### src/hw/rtl/tccw_pkg.sv
`timescale 1ns / 1ps
// ----------------------------------------------------------------------------
// tccw_pkg
// Shared types, codes and helpers of the text console cell writer.
// ----------------------------------------------------------------------------
package tccw_pkg;

	localparam int COLUMNS_DEF = 80;
	localparam int ROWS_DEF    = 25;

	localparam int COL_W    = 7;
	localparam int ROW_W    = 5;
	localparam int ADDR_W   = 11;
	localparam int CELL_W   = 16;
	localparam int S_DATA_W = 128;
	localparam int S_USER_W = 2;
	localparam int M_DATA_W = 32;
	localparam int M_USER_W = 1;

	localparam int Q_DEPTH = 4;
	localparam int Q_PTR_W = 2;
	localparam int Q_CNT_W = 3;

	localparam logic [7:0] CH_NEWLINE  = 8'h0a;
	localparam logic [7:0] CH_MINUS    = 8'h2d;
	localparam logic [7:0] CH_ZERO     = 8'h30;
	localparam logic [7:0] CH_HEX_BASE = 8'h57;

	typedef enum logic [1:0] {
		OP_CHAR = 2'd0,
		OP_DEC  = 2'd1,
		OP_HEX  = 2'd2,
		OP_POS  = 2'd3
	} op_t;

	typedef enum logic [1:0] {
		TK_CURSOR,
		TK_NEWLINE,
		TK_WRITE,
		TK_DROP
	} tkind_t;

	typedef struct packed {
		tkind_t              kind;
		logic [7:0]          ch;
		logic [7:0]          attr;
		logic [ADDR_W-1:0]   addr;
		logic                last;
	} tok_t;

	typedef enum logic [1:0] {
		F_IDLE,
		F_CONV,
		F_DIGITS
	} fstate_t;

	function automatic logic [7:0] digit_char(input logic [3:0] d);
		if (d < 4'd10) begin
			return CH_ZERO + {4'h0, d};
		end else begin
			return CH_HEX_BASE + {4'h0, d};
		end
	endfunction

endpackage

### src/hw/rtl/tccw_front.sv
`timescale 1ns / 1ps
// ----------------------------------------------------------------------------
// tccw_front
// Accepts requests, converts numbers to digit characters and queues one
// token per character or newline for the back end.
// ----------------------------------------------------------------------------
module tccw_front #(
	parameter int COLUMNS = tccw_pkg::COLUMNS_DEF,
	parameter int ROWS    = tccw_pkg::ROWS_DEF
) (
	input  logic                          clk,
	input  logic                          arst_n,
	input  logic                          s_tvalid,
	output logic                          s_tready,
	input  logic [tccw_pkg::S_DATA_W-1:0] s_tdata,
	input  logic [tccw_pkg::S_USER_W-1:0] s_tuser,
	input  logic                          q_full,
	output logic                          push,
	output tccw_pkg::tok_t                push_tok
);
	import tccw_pkg::*;

	fstate_t state_q, state_d;
	logic [4:0]  cnt_q;
	logic        started_q;
	logic [63:0] dig_q;
	logic [31:0] bin_q;
	logic [39:0] bcd_q;
	logic [7:0]  attr_q;

	op_t         op;
	logic [7:0]  char_code;
	logic [31:0] decimal_value;
	logic [63:0] hex_value;
	logic [7:0]  attr_in;
	logic [7:0]  pos_col;
	logic [7:0]  pos_row;
	logic [31:0] magnitude;
	logic        acc;
	logic        pos_ok;
	logic [11:0] pos_addr;
	logic [39:0] bcd_adj;
	logic [39:0] bcd_next;
	logic [3:0]  head_dig;
	logic        emit_dig;

	assign op            = op_t'(s_tuser);
	assign char_code     = s_tdata[7:0];
	assign decimal_value = s_tdata[39:8];
	assign hex_value     = s_tdata[103:40];
	assign attr_in       = {s_tdata[111:108], s_tdata[107:104]};
	assign pos_col       = s_tdata[119:112];
	assign pos_row       = s_tdata[127:120];
	assign magnitude     = decimal_value[31] ? (32'd0 - decimal_value) : decimal_value;
	assign acc           = s_tvalid && s_tready;

	assign pos_ok   = !pos_col[7] && (pos_col < 8'(COLUMNS)) &&
	                  !pos_row[7] && (pos_row < 8'(ROWS));
	assign pos_addr = 12'(pos_row[4:0]) * 12'(COLUMNS) + 12'(pos_col[6:0]);

	always_comb begin
		for (int i = 0; i < 10; i++) begin
			if (bcd_q[4*i +: 4] >= 4'd5) begin
				bcd_adj[4*i +: 4] = bcd_q[4*i +: 4] + 4'd3;
			end else begin
				bcd_adj[4*i +: 4] = bcd_q[4*i +: 4];
			end
		end
	end

	assign bcd_next = {bcd_adj[38:0], bin_q[31]};
	assign head_dig = dig_q[63:60];
	assign emit_dig = started_q || (head_dig != 4'h0) || (cnt_q == 5'd0);

	always_comb begin
		state_d = state_q;
		case (state_q)
			F_IDLE: begin
				if (acc && op == OP_DEC) begin
					state_d = F_CONV;
				end else if (acc && op == OP_HEX) begin
					state_d = F_DIGITS;
				end
			end
			F_CONV: begin
				if (cnt_q == 5'd0) begin
					state_d = F_DIGITS;
				end
			end
			F_DIGITS: begin
				if (!q_full && cnt_q == 5'd0) begin
					state_d = F_IDLE;
				end
			end
			default: state_d = F_IDLE;
		endcase
	end

	always_comb begin
		s_tready = 1'b0;
		push     = 1'b0;
		push_tok = '{kind: TK_CURSOR, ch: char_code, attr: attr_in,
		             addr: '0, last: 1'b1};
		case (state_q)
			F_IDLE: begin
				s_tready = !q_full;
				case (op)
					OP_CHAR: begin
						push = acc;
						if (char_code == CH_NEWLINE) begin
							push_tok.kind = TK_NEWLINE;
						end
					end
					OP_DEC: begin
						push          = acc && decimal_value[31];
						push_tok.ch   = CH_MINUS;
						push_tok.last = 1'b0;
					end
					OP_POS: begin
						push          = acc;
						push_tok.kind = pos_ok ? TK_WRITE : TK_DROP;
						push_tok.addr = pos_addr[ADDR_W-1:0];
					end
					default: push = 1'b0;
				endcase
			end
			F_DIGITS: begin
				push          = emit_dig && !q_full;
				push_tok.ch   = digit_char(head_dig);
				push_tok.attr = attr_q;
				push_tok.last = (cnt_q == 5'd0);
			end
			default: push = 1'b0;
		endcase
	end

	always_ff @(posedge clk or negedge arst_n) begin
		if (!arst_n) begin
			state_q   <= F_IDLE;
			cnt_q     <= '0;
			started_q <= 1'b0;
		end else begin
			state_q <= state_d;
			case (state_q)
				F_IDLE: begin
					if (acc) begin
						cnt_q     <= (op == OP_DEC) ? 5'd31 : 5'd15;
						started_q <= 1'b0;
					end
				end
				F_CONV: begin
					cnt_q <= (cnt_q == 5'd0) ? 5'd9 : cnt_q - 5'd1;
				end
				F_DIGITS: begin
					if (!q_full) begin
						cnt_q     <= cnt_q - 5'd1;
						started_q <= started_q || emit_dig;
					end
				end
				default: cnt_q <= cnt_q;
			endcase
		end
	end

	always_ff @(posedge clk) begin
		case (state_q)
			F_IDLE: begin
				if (acc) begin
					attr_q <= attr_in;
					bin_q  <= magnitude;
					bcd_q  <= '0;
					dig_q  <= hex_value;
				end
			end
			F_CONV: begin
				bin_q <= {bin_q[30:0], 1'b0};
				bcd_q <= bcd_next;
				if (cnt_q == 5'd0) begin
					dig_q <= {bcd_next, 24'h0};
				end
			end
			F_DIGITS: begin
				if (!q_full) begin
					dig_q <= {dig_q[59:0], 4'h0};
				end
			end
			default: attr_q <= attr_q;
		endcase
	end

endmodule

### src/hw/rtl/tccw_queue.sv
`timescale 1ns / 1ps
// ----------------------------------------------------------------------------
// tccw_queue
// Small token queue between the front and back ends.
// ----------------------------------------------------------------------------
module tccw_queue (
	input  logic           clk,
	input  logic           arst_n,
	input  logic           push,
	input  tccw_pkg::tok_t push_tok,
	input  logic           pop,
	output tccw_pkg::tok_t head,
	output logic           empty,
	output logic           full
);
	import tccw_pkg::*;

	tok_t               mem_q [Q_DEPTH];
	logic [Q_PTR_W-1:0] wr_ptr_q;
	logic [Q_PTR_W-1:0] rd_ptr_q;
	logic [Q_CNT_W-1:0] count_q;

	assign empty = (count_q == '0);
	assign full  = (count_q == Q_CNT_W'(Q_DEPTH));
	assign head  = mem_q[rd_ptr_q];

	always_ff @(posedge clk or negedge arst_n) begin
		if (!arst_n) begin
			wr_ptr_q <= '0;
			rd_ptr_q <= '0;
			count_q  <= '0;
		end else begin
			if (push) begin
				wr_ptr_q <= wr_ptr_q + Q_PTR_W'(1);
			end
			if (pop) begin
				rd_ptr_q <= rd_ptr_q + Q_PTR_W'(1);
			end
			if (push && !pop) begin
				count_q <= count_q + Q_CNT_W'(1);
			end else if (pop && !push) begin
				count_q <= count_q - Q_CNT_W'(1);
			end
		end
	end

	always_ff @(posedge clk) begin
		if (push) begin
			mem_q[wr_ptr_q] <= push_tok;
		end
	end

endmodule

### src/hw/rtl/tccw_back.sv
`timescale 1ns / 1ps
// ----------------------------------------------------------------------------
// tccw_back
// Moves the cursor for character and newline tokens and produces the cell write results.
// ----------------------------------------------------------------------------
module tccw_back #(
	parameter int COLUMNS = tccw_pkg::COLUMNS_DEF,
	parameter int ROWS    = tccw_pkg::ROWS_DEF
) (
	input  logic                          clk,
	input  logic                          arst_n,
	input  tccw_pkg::tok_t                head,
	input  logic                          empty,
	output logic                          pop,
	output logic                          m_tvalid,
	input  logic                          m_tready,
	output logic [tccw_pkg::M_DATA_W-1:0] m_tdata,
	output logic [tccw_pkg::M_USER_W-1:0] m_tuser,
	output logic                          m_tlast
);
	import tccw_pkg::*;

	logic [COL_W-1:0]  cursor_col_q;
	logic [ROW_W-1:0]  cursor_row_q;
	logic              m_valid_q;
	logic              we_q;
	logic [ADDR_W-1:0] addr_q;
	logic [CELL_W-1:0] data_q;
	logic              last_q;

	logic              row_open;
	logic [ROW_W-1:0]  row_adv;
	logic [COL_W:0]    col_inc;
	logic              col_wrap;
	logic [11:0]       cur_addr;
	logic [COL_W-1:0]  col_d;
	logic [ROW_W-1:0]  row_d;
	logic              we_d;
	logic [ADDR_W-1:0] addr_d;
	logic [CELL_W-1:0] data_d;

	assign pop      = !empty && (!m_valid_q || m_tready);
	assign row_open = (cursor_row_q < ROW_W'(ROWS));
	assign row_adv  = row_open ? cursor_row_q + ROW_W'(1) : cursor_row_q;
	assign col_inc  = {1'b0, cursor_col_q} + (COL_W+1)'(1);
	assign col_wrap = (col_inc >= (COL_W+1)'(COLUMNS));
	assign cur_addr = 12'(cursor_row_q) * 12'(COLUMNS) + 12'(cursor_col_q);

	always_comb begin
		col_d  = cursor_col_q;
		row_d  = cursor_row_q;
		we_d   = 1'b0;
		addr_d = '0;
		data_d = '0;
		case (head.kind)
			TK_CURSOR: begin
				we_d   = row_open;
				addr_d = row_open ? cur_addr[ADDR_W-1:0] : '0;
				data_d = row_open ? {head.attr, head.ch} : '0;
				if (col_wrap) begin
					col_d = '0;
					row_d = row_adv;
				end else begin
					col_d = col_inc[COL_W-1:0];
				end
			end
			TK_NEWLINE: begin
				col_d = '0;
				row_d = row_adv;
			end
			TK_WRITE: begin
				we_d   = 1'b1;
				addr_d = head.addr;
				data_d = {head.attr, head.ch};
			end
			default: we_d = 1'b0;
		endcase
	end

	always_ff @(posedge clk or negedge arst_n) begin
		if (!arst_n) begin
			cursor_col_q <= '0;
			cursor_row_q <= '0;
			m_valid_q    <= 1'b0;
		end else begin
			if (pop) begin
				cursor_col_q <= col_d;
				cursor_row_q <= row_d;
				m_valid_q    <= 1'b1;
			end else if (m_tready) begin
				m_valid_q <= 1'b0;
			end
		end
	end

	always_ff @(posedge clk) begin
		if (pop) begin
			we_q   <= we_d;
			addr_q <= addr_d;
			data_q <= data_d;
			last_q <= head.last;
		end
	end

	assign m_tvalid = m_valid_q;
	assign m_tdata  = {(M_DATA_W-ADDR_W-CELL_W)'(0), data_q, addr_q};
	assign m_tuser  = we_q;
	assign m_tlast  = last_q;

endmodule

### src/hw/rtl/text_console_cell_writer_core.sv
`timescale 1ns / 1ps
// ----------------------------------------------------------------------------
// text_console_cell_writer_core
// Text console writer: characters and numbers at a cursor, or characters at
// a given position, turned into attribute:character cell writes.
//
// Channel   Dir  tdata (low bit up)                         tuser / tlast
// s_        in   char_code, decimal_value, hex_value,       operation
//                foreground, background, pos_col, pos_row
// m_        out  cell_address, cell_data, zero pad          write_enable / last
//
// Hex holds the input while it steps through its digits (one digit per cycle
// while the queue is not full); decimal holds it through the conversion
// (one bit per cycle of the binary to BCD shifter) and then its digits.
// The back end produces one result per cycle while not stalled, from a four
// entry token queue. Reset clears the cursor to the top left cell and empties
// the queue. A stalled output holds its result; the queue then fills and the
// input side stalls.
// ----------------------------------------------------------------------------
module text_console_cell_writer_core #(
	parameter int COLUMNS = tccw_pkg::COLUMNS_DEF,
	parameter int ROWS    = tccw_pkg::ROWS_DEF
) (
	input  logic                          clk,
	input  logic                          arst_n,
	input  logic                          s_tvalid,
	output logic                          s_tready,
	// char_code, decimal_value, hex_value, foreground, background, pos_col, pos_row
	input  logic [tccw_pkg::S_DATA_W-1:0] s_tdata,
	// operation
	input  logic [tccw_pkg::S_USER_W-1:0] s_tuser,
	output logic                          m_tvalid,
	input  logic                          m_tready,
	// cell_address, cell_data, zero pad
	output logic [tccw_pkg::M_DATA_W-1:0] m_tdata,
	// write_enable
	output logic [tccw_pkg::M_USER_W-1:0] m_tuser,
	output logic                          m_tlast
);
	import tccw_pkg::*;

	logic push;
	tok_t push_tok;
	logic pop;
	tok_t head;
	logic empty;
	logic full;

	tccw_front #(
		.COLUMNS(COLUMNS),
		.ROWS   (ROWS)
	) u_front (
		.clk     (clk),
		.arst_n  (arst_n),
		.s_tvalid(s_tvalid),
		.s_tready(s_tready),
		.s_tdata (s_tdata),
		.s_tuser (s_tuser),
		.q_full  (full),
		.push    (push),
		.push_tok(push_tok)
	);

	tccw_queue u_queue (
		.clk     (clk),
		.arst_n  (arst_n),
		.push    (push),
		.push_tok(push_tok),
		.pop     (pop),
		.head    (head),
		.empty   (empty),
		.full    (full)
	);

	tccw_back #(
		.COLUMNS(COLUMNS),
		.ROWS   (ROWS)
	) u_back (
		.clk     (clk),
		.arst_n  (arst_n),
		.head    (head),
		.empty   (empty),
		.pop     (pop),
		.m_tvalid(m_tvalid),
		.m_tready(m_tready),
		.m_tdata (m_tdata),
		.m_tuser (m_tuser),
		.m_tlast (m_tlast)
	);

endmodule

### config.mk
export PLATFORM = sky130hd
export DESIGN_NAME = text_console_cell_writer_core
export DESIGN_NICKNAME = d
export VERILOG_FILES = /design/src/hw/rtl/tccw_pkg.sv /design/src/hw/rtl/tccw_front.sv /design/src/hw/rtl/tccw_queue.sv /design/src/hw/rtl/tccw_back.sv /design/src/hw/rtl/text_console_cell_writer_core.sv
export SDC_FILE = /design/constraint.sdc
export NUM_CORES = 1
export LEC_CHECK = 0
export BUFFER_PORTS_ARGS = -buffer_cell sky130_fd_sc_hd__buf_2
export CAP_MARGIN = 20
export CORE_ASPECT_RATIO = 1.4
export CORE_MARGIN = 4
export CORE_UTILIZATION = 59
export DETAILED_ROUTE_END_ITERATION = 16
export GPL_ROUTABILITY_DRIVEN = 0
export PLACE_DENSITY = 0.85
export SLEW_MARGIN = 20
export SYNTH_ARGS = -nofsm -noshare
export SYNTH_HDL_FRONTEND = slang
export SYNTH_HIERARCHICAL = 1
export SYNTH_SLANG_ARGS = --single-unit
### constraint.sdc
create_clock -name clk -period 8.05 [get_ports clk]
set_input_delay 0.805 -clock clk [delete_from_list [all_inputs] [get_ports clk]]
set_output_delay 0.805 -clock clk [all_outputs]
set_load 0.02 [all_outputs]
==> results of run 1 <==
through the flow:
| step | cells | total power (uW) | instance area (um2) | hold WS (ns) | setup slack (ns) |
|---|---|---|---|---|---|
| 6_report | 1747 | 7244 | 17820 | 0.3033 | 4.705 |
| 5_1_grt | 1747 | 7698 | 17820 | 0.3636 | 4.481 |
| 4_1_cts | 1747 | 7291 | 17820 | 0.2962 | 4.707 |
| 3_5_place_dp | 1692 | 5854 | 16840 | 0.4863 | 4.631 |
| 3_3_place_gp | 1692 | 5725 | 16840 | 0.4749 | 4.698 |
| 2_1_floorplan | 1247 | 5144 | 15790 | 0.4563 | 1.410 |
Yosys cell counts, types with 3 or more instances:
master	n
edfxtp_1	293
nand2_1	108
a21oi_1	105
nor2_1	93
o21ai_0	77
inv_1	67
ha_1	58
xnor2_1	38
and2_1	34
clkbuf_1	32
xor2_1	29
dfrtp_1	28
mux4_2	28
a211oi_1	21
a21o_1	19
and3_1	16
mux2_2	16
o31ai_1	16
nand2b_1	15
a22oi_1	12
nor3_1	11
nand3_1	10
buf_2	7
nor2b_1	7
buf_1	6
o21ai_1	6
buf_4	5
fa_1	5
mux2i_1	5
nor4_1	5
a22o_1	4
nor4b_1	4
o41ai_1	4
buf_12	3
buf_6	3
nand4_1	3
nand4b_1	3
or3_1	3
or4_1	3
placed cells by master (no fill, tap or decap), types with 10 or more instances in the layout:
| cell type | count |
|---|---|
| inv_1 | 67 |
| dfrtp_1 | 27 |
| mux2_2 | 16 |
| mux4_2 | 28 |
| clkbuf_16 | 31 |
| buf_2 | 164 |
| o21ai_0 | 76 |
| buf_4 | 13 |
| a211oi_1 | 21 |
| a21oi_1 | 104 |
| and2_1 | 34 |
| nor3_1 | 11 |
| and3_1 | 16 |
| edfxtp_1 | 293 |
| nand2b_1 | 15 |
| nand2_1 | 108 |
| nor2_1 | 91 |
| xnor2_1 | 38 |
| nand3_1 | 10 |
| xor2_1 | 29 |
| a21o_1 | 19 |
| a22oi_1 | 12 |
| ha_1 | 55 |
| o31ai_1 | 16 |
layout make-up:
cell class	instances	area, um2
multi-input combinational	803	5771
clock inverter	16	142.6
clock buffer	39	835.8
inverter	67	251.5
timing repair buffer	177	918.4
fill	1806	8451
sequential	321	9500
tap	324	405.4
worst max-delay path, stage by stage (launching register included):
cell and delay, ns:
dfrtp_1 0.42, inv_1 0.08, ha_1 0.17, or4b_2 0.71, a41o_1 0.31, o32ai_1 0.39, ha_1 0.30, inv_1 0.06
fa_1 0.38, xor2_1 0.17, nor2_1 0.11, xor2_1 0.16
routing by layer:
layer / part of all wire / wire [um] / global-route usage / vias to the layer above
li1: - / - / - / 4890
met1: 0.38 / 12690 / 0.2713 / 5079
met2: 0.53 / 17660 / 0.4016 / 431
met3: 0.067 / 2248 / 0.03447 / 63
met4: 0.026 / 859 / 0.06859 / 0
met5: 0 / 0 / 0 / -
logic make-up (layout without fill, tap and decap cells):
family                   Yosys count  in the layout
AND/OR/NAND/NOR                  332            332
flip-flops                       321            321
AO/OA/AOI/OAI                    282            282
buffers and inverters            123            299
XOR/XNOR                          69             69
adder cells (fa/ha/maj)           63             63
multiplexers                      52             52
other                              1              5
state kept, by name, summed over array words and instances, names as in the netlist, 7 cells and up:
name / flops
u_queue/mem_q: 120
u_front/bin_q: 32
u_back/data_q: 16
u_front/dig_q: 64
u_back/addr_q: 11
u_front/bcd_q: 40
u_front/attr_q: 8
u_back/cursor_col_q: 7
power breakdown:
part / leakage, uW / internal (uW) / switching (uW)
Combinational: 0.00325 / 987 / 1760
Clock: 0.000472 / 795 / 593
Sequential: 0.00312 / 2820 / 288
path summary, 6_finish.rpt:
check | start | to | slack, ns | cells past startpoint
max | u_front/cnt_q[0]$_DFFE_PN0P_ | u_queue/count_q[2]$_DFFE_PN0P_ | 4.70 | 11
min | arst_n | u_back/cursor_row_q[2]$_DFFE_PN0P_ | 0.30 | 1
max reg2reg | u_front/cnt_q[0]$_DFFE_PN0P_ | u_queue/count_q[2]$_DFFE_PN0P_ | 4.70 | 11
min reg2reg | u_queue/count_q[2]$_DFFE_PN0P_ | u_queue/count_q[2]$_DFFE_PN0P_ | 0.50 | 1
max in group asynchronous | arst_n | u_queue/rd_ptr_q[0]$_DFFE_PN0P_ | 7.22 | 1
min in group clk | s_tdata[110] | u_front/attr_q[6]$_DFFE_PP_ | 0.45 | 1
==> impl_metrics.ini, run 1 <==
[status]
outcome = finished clean

[synthesis]
synth_area_um2 = 15770
ys.flop_type = edfxtp_1
seq_area_frac_synth = 0.6023
yosys.area_share.simple = 0.1027
synth_top_family_by_area = compound AO/OA/AOI/OAI gates
ys_types = 73
yosys-top-cells-area = edfxtp_1 (56%), ha_1 (4.6%), dfrtp_1 (4.4%), mux4_2 (4.0%), a21oi_1 (3.3%)
async_flop_share = 0.08723
synth_enable_flop_cells = 293
yosys.area.top_type = edfxtp_1
synthMuxAreaShare = 0.05863
synth_seq_cells = 321
yosys_warnings = 6
synth-compound-area-share = 0.1081
avgSynthCellArea_um2 = 12.69
synth_adder_area_share = 0.05236
synthCells = 1243
synthXorXnorAreaFrac = 0.04007
yosysTopAreaCellShare = 0.5579

[layout]
final_nets = 1597
n_antenna_cell = 0
final_core_util = 0.6784
drive_gt1_frac = 0.2024
syn_to_final_growth_pct = 13.03

[clocking]
h-tree-depth = 1
cts_tree = done
cts_hold_buf = 0
clock_latency_ns = 0.56
clkTransAtPathRegs_ns = 0.06
cts_buffer_depth = 3
cts-resized-gates = 0
numCtsBuffers = 30
clockRootBuffer = clkbuf_16
post_cts_buffers = 0
clkSinkCount = 321

[detailed_routing]
vias = 10460
drt-total-wl_um = 33460
via_per_inst = 5.989
wire_per_inst_um = 19.15
drc = 0
drt_iter0_drc = 768
firstDrtPassIters = 6
antenna_left = 0

[global_route]
grt_max_degree = 101
antenna_found_initial = 0
grt_first_pass_wirelength_um = 53050
grt_overflow_total = 0
grt_pass1_vias = 10480
track_usage = 0.2211

[sta]
hold_viol_final = 0
final-max-slew-violation-count = 0
period_share = 0.4156
max_freq_ghz = 0.2989
setup_tns_ns = 0
setup_viol = 0
rsz0062_at_grt = false
period_needed_ns = 3.345
max-slew-margin-rel = 0.3523
skew_ns = 0.02163
worst_slew_pin_slew_ns = 0.9715

[run]
cap_violations = 0

[die]
chipWidth_um = 146.2
start_util = 0.6002
dieArea_um2 = 29450
core_area_um2 = 26280
die_h_um = 201.4
io_pins = 170
row_count = 70

[worst_setup_path]
crit_path_end_kind = register
crit_type = register to register
critPathLaunchType = register
cp_max_fo = 8
arrival_ns = 3.81
critical_path_required_ns = 8.52

[min_path]
hp-class = input pin to async pin

[power]
ir_drop_uv = 240.0
p_leak_uw = 0.006842
cellPowerDensity_nw_per_um2 = 406.4

[place]
port_buffers = 164
place.detailed.hpwl_um = 22130
Note: power is estimated with default switching activity, not from simulation.
==> run 2: changes to the inputs <==
==> constraint.sdc (replaced) <==
create_clock -name clk -period 3.1 [get_ports clk]
set_input_delay 0.31 -clock clk [delete_from_list [all_inputs] [get_ports clk]]
set_output_delay 0.31 -clock clk [all_outputs]
set_load 0.02 [all_outputs]
==> impl_metrics.ini, run 2 (synthesis results as in run 1) <==
[worst_setup_path]
crit_type = register to register
r2r-start = u_front/cnt_q[0]$_DFFE_PN0P_
rrSetupSlack_ns = 0.15
worst_r2r_path_depth = 11
critical_path_required_ns = 3.58
crit_path_end_kind = register
arrival_ns = 3.43
reg2reg_to = u_queue/count_q[2]$_DFFE_PN0P_
startpoint = u_front/cnt_q[0]$_DFFE_PN0P_
cp_max_fo = 5
critPathLaunchType = register

[die]
dieArea_um2 = 29450
io_pins = 170
row_count = 70
start_util = 0.6002
chipWidth_um = 146.2
die_h_um = 201.4
core_area_um2 = 26280

[detailed_routing]
drt_iter0_drc = 914
drc = 0
drt-total-wl_um = 34330
antenna_left = 0
vias = 10530
via_per_inst = 5.945
firstDrtPassIters = 5
wire_per_inst_um = 19.38

[sta]
rsz0062_at_grt = false
max_freq_ghz = 0.3391
skew_ns = 0.02555
max-slew-margin-rel = 0.5324
worst_slew_pin_slew_ns = 0.7014
final-max-slew-violation-count = 0
setup_viol = 0
hold_viol_final = 0
period_needed_ns = 2.949
period_share = 0.9513

[power]
p_leak_uw = 0.007034
ir_drop_uv = 592.5
cellPowerDensity_nw_per_um2 = 1071
power_uw = 19530

[clocking]
clkTransAtPathRegs_ns = 0.07
clock_latency_ns = 0.57
post_cts_buffers = 0
cts_tree = done
clockRootBuffer = clkbuf_16
numCtsBuffers = 30
clkSinkCount = 321
h-tree-depth = 1
cts_buffer_depth = 3

[global_route]
track_usage = 0.2324
grt_pass1_vias = 10670
grtUsageMet2 = 0.4136
grt_overflow_total = 0
grt_first_pass_wirelength_um = 55100
busiest_layer = met2
grt_max_degree = 73
antenna_found_initial = 3
met3_usage = 0.02726
grt_use_met1 = 0.2910

[layout]
fillers = 1750
reg_top3 = u_queue/mem_q x120, u_front/dig_q x64, u_front/bcd_q x40
final_common_cell = edfxtp_1
syn_to_final_growth_pct = 15.68
largest_reg_flops = 120
final_core_util = 0.6943
largest_register = u_queue/mem_q
drive_gt1_frac = 0.2177
final_area_um2 = 18240
layout_common_cells = edfxtp_1 (293), buf_2 (164), nand2_1 (107)
final_nets = 1620

[min_path]
whs_endpoint = u_front/dig_q[0]$_DFFE_PP_
hp-class = input pin to register
hold_depth = 2
hp-start = s_tdata[40]

[place]
port_buffers = 164
place.detailed.hpwl_um = 23030
dpl_cell_area_um2 = 17050

[status]
outcome = finished clean

[run]
cap_violations = 0
[run 2: cell types whose count changed in the layout (fill, tap and decap cells not counted), sizes merged, moves of 3 or more]
| cell | change |
|---|---|
| buf | +14 |
| dlygate4sd3 | +9 |
| clkbuf | -7 |
| bufinv | +5 |
| inv | +3 |
[run 2: critical path, stage by stage (launching register included)]
cell and delay (ns):
dfrtp_1 0.41, inv_1 0.07, ha_1 0.17, or4b_2 0.62, a41o_1 0.28, o32ai_2 0.19, ha_1 0.24, inv_1 0.06
fa_1 0.37, xor2_1 0.16, nor2_1 0.13, xor2_1 0.15
[run 2: layout make-up]
cell class,instances,area (um2),area share
flip-flops and latches,321,9500,0.5208
repair buffers,200,1201,0.06584
well taps,324,405.4,0.02222
diodes,1,2.502,0.0001372
multi-input cells,803,5791,0.3174
clock inverters,24,330.3,0.01811
inverters,67,254.0,0.01392
clock buffers,32,758.2,0.04156
[run 2: routing by layer]
layer  part of all wire  wire (um)
met3              0.058       1996
met5            0.00079         27
met1               0.39      13250
met4              0.035       1210
met2               0.52      17850
[run 2: what timing repair did]
action,CTS,global route
gates resized for setup,0,1
setup endpoints to repair,0,1
hold buffers,9,0
hold endpoints to repair,36,0
[run 2: how the worst max path moves through the flow]
stage	end	slack [ns]	cells after the start
floorplan	u_front/bcd_q[0]$_SDFFCE_PN0P_	-0.22	5
global placement	u_queue/count_q[2]$_DFFE_PN0P_	0.22	11
detailed placement	u_queue/count_q[2]$_DFFE_PN0P_	0.14	11
CTS	u_queue/count_q[2]$_DFFE_PN0P_	0.07	11
global route	u_queue/count_q[2]$_DFFE_PN0P_	0.03	11
finish	u_queue/count_q[2]$_DFFE_PN0P_	0.15	11
[run 2: through the flow]
step | setup slack, ns | std cells | hold slack (ns) | TNS (ns)
final | 0.1510 | 1772 | 0.04487 | 0
after global routing | 0.03375 | 1772 | 0.04531 | 0
after CTS | 0.06768 | 1771 | 0.01226 | 0
after detailed placement | 0.1360 | 1706 | 0.3872 | 0
after global placement | 0.2227 | 1706 | 0.3677 | 0
after floorplan | -0.2200 | 1247 | 0.01441 | -15.84
[run 2: where the power goes]
group / switching, uW / internal (uW)
combinational: 4670 / 2790
sequential: 749 / 7310
clock: 1640 / 2380
==> run 3: changes to the inputs <==
--- a/config.mk
+++ b/config.mk
@@ -7,12 +7,16 @@
 export LEC_CHECK = 0
 export BUFFER_PORTS_ARGS = -buffer_cell sky130_fd_sc_hd__buf_2
 export CAP_MARGIN = 20
+export CELL_PAD_IN_SITES_DETAIL_PLACEMENT = 1
+export CELL_PAD_IN_SITES_GLOBAL_PLACEMENT = 1
 export CORE_ASPECT_RATIO = 1.4
 export CORE_MARGIN = 4
-export CORE_UTILIZATION = 59
+export CORE_UTILIZATION = 50
+export CTS_BUF_LIST = sky130_fd_sc_hd__clkbuf_8
 export DETAILED_ROUTE_END_ITERATION = 16
 export GPL_ROUTABILITY_DRIVEN = 0
-export PLACE_DENSITY = 0.85
+export MAX_ROUTING_LAYER = met4
+export PLACE_DENSITY = 0.88
 export SLEW_MARGIN = 20
 export SYNTH_ARGS = -nofsm -noshare
 export SYNTH_HDL_FRONTEND = slang
==> impl_metrics.ini, run 3 (synthesis results as in run 1) <==
[sta]
max_freq_ghz = 0.3324
skew_ns = 0.03201
hold_viol_final = 0
period_share = 0.9705
period_needed_ns = 3.008
hold_ws_ns = 0.04618
max-slew-margin-rel = 0.3782
final-max-slew-violation-count = 0
setup_tns_ns = 0
worst_slew_pin_slew_ns = 0.9293
setup_viol = 0

[worst_setup_path]
r2r-start = u_front/cnt_q[0]$_DFFE_PN0P_
crit_type = register to register
rrSetupSlack_ns = 0.09
crit_chain = inv_1 > ha_1 > or4b_2 > a41o_1 > o32ai_4 > ha_2 > inv_1 > fa_1 > xor2_1 > nor2_1 > xor2_1
crit_path_end_kind = register
cp_max_fo = 5
critPathMaxStageDelay_ns = 0.62
cp-endpoint = u_queue/count_q[2]$_DFFE_PN0P_
reg2reg_to = u_queue/count_q[2]$_DFFE_PN0P_
arrival_ns = 3.52
startpoint = u_front/cnt_q[0]$_DFFE_PN0P_
crit_slowest_cell = or4b_2
worst_r2r_path_depth = 11
critPathLaunchType = register
critical_path_required_ns = 3.61

[clocking]
cts_tree = done
clkSinkCount = 321
clock_latency_ns = 0.60
numCtsBuffers = 50
h-tree-depth = 2
clockRootBuffer = clkbuf_8
cts_buffer_depth = 3
clkTransAtPathRegs_ns = 0.07

[power]
p_leak_uw = 0.007035
ir_drop_uv = 908.7
cellPowerDensity_nw_per_um2 = 1063

[status]
outcome = finished clean

[detailed_routing]
firstDrtPassIters = 4
vias = 10760
drt_iter0_drc = 551
drc = 0
drt-total-wl_um = 40670
antenna_left = 0
via_per_inst = 5.737
wire_per_inst_um = 21.68

[place]
place.detailed.hpwl_um = 28160
port_buffers = 164

[die]
start_util = 0.5103
core_area_um2 = 30900
die_h_um = 218.1
chipWidth_um = 158.1
io_pins = 170
dieArea_um2 = 34490
row_count = 76

[layout]
fillers = 3202
largest_reg_flops = 120
layout_common_cells = edfxtp_1 (293), buf_2 (164), nand2_1 (107)
drive_gt1_frac = 0.2248
n_antenna_cell = 0
final_nets = 1642
syn_to_final_growth_pct = 15.70
largest_register = u_queue/mem_q
final_common_cell = edfxtp_1
reg_top3 = u_queue/mem_q x120, u_front/dig_q x64, u_front/bcd_q x40

[run]
cap_violations = 0

[min_path]
hp-class = input pin to register

[global_route]
track_usage = 0.2450
grt_first_pass_wirelength_um = 64030
grt_max_degree = 113
antenna_found_initial = 0
grt_pass1_vias = 12010
grt_overflow_total = 0
[run 3: cell types whose count changed in the layout (fill, tap and decap cells not counted), sizes merged]
| cell | change |
|---|---|
| dlygate4sd3 | +4 |
| buf | -2 |
| bufinv | -4 |
| diode | -1 |
| clkbuf | +19 |
| inv | +4 |
| clkinvlp | +1 |
| clkinv | +17 |
[run 3: critical path: cells and delay by family (launching register included)]
kind / cells / cell delay, ns
adder cells (fa/ha/maj): 3 / 0.84
AND/OR/NAND/NOR: 2 / 0.76
AO/OA/AOI/OAI: 2 / 0.43
flip-flops: 1 / 0.42
XOR/XNOR: 2 / 0.37
buffers and inverters: 2 / 0.13
[run 3: per-stage QoR]
step,worst slack [ns],instance area [um2],util,power (uW),instances
4_1_cts,0.03480,18230,0.5897,19530,1875
3_3_place_gp,0.1544,17110,0.5538,15190,1769
2_1_floorplan,-0.2200,15820,-,13280,1247
5_1_grt,-0.007808,18250,0.5904,20620,1876
3_5_place_dp,0.02869,17110,0.5538,15810,1769
6_report,0.09158,18250,0.5904,19400,1876
[run 3: worst min path at each step]
stage                                                    end  depth (start not counted)         from  slack [ns]
after floorplan           u_back/cursor_col_q[0]$_DFFE_PN0P_                          0       arst_n        0.01
after global placement    u_back/cursor_row_q[0]$_DFFE_PN0P_                          1       arst_n        0.40
after detailed placement  u_back/cursor_row_q[1]$_DFFE_PN0P_                          1       arst_n        0.42
after CTS                        u_front/dig_q[59]$_DFFE_PP_                          3  s_tdata[99]      0.0008
after global routing             u_front/dig_q[59]$_DFFE_PP_                          3  s_tdata[99]        0.02
final                            u_front/dig_q[59]$_DFFE_PP_                          3  s_tdata[99]        0.05
[run 3: final cells by class]
cell class              instances  area (um2)  area share
flip-flops and latches        321        9500      0.5207
multi-input cells             803        5804      0.3181
repair buffers                202        1226     0.06720
clock buffers                  51       701.9     0.03847
well taps                     390       488.0     0.02674
clock inverters                42       271.5     0.01488
inverters                      67       254.0     0.01392
[run 3: metal layers]
layer  routed length (um)  track usage
met3                 1970      0.04279
met5                    0            -
met1                14940       0.2644
met2                22510       0.4482
met4                 1245      0.08535
[run 3: power breakdown]
group / leakage, uW / internal [uW] / total, uW / switching, uW
clock: 0.000523 / 1800 / 3540 / 1730
combinational: 0.00339 / 2810 / 7690 / 4880
sequential: 0.00312 / 7310 / 8170 / 854
[run 3: timing repair]
item                       4_1_cts  5_1_grt
setup buffers                    0        1
pin swaps                        0        2
hold buffers                    13        0
hold endpoints to repair        40        0
setup endpoints to repair        1        1
resized for setup                1        2
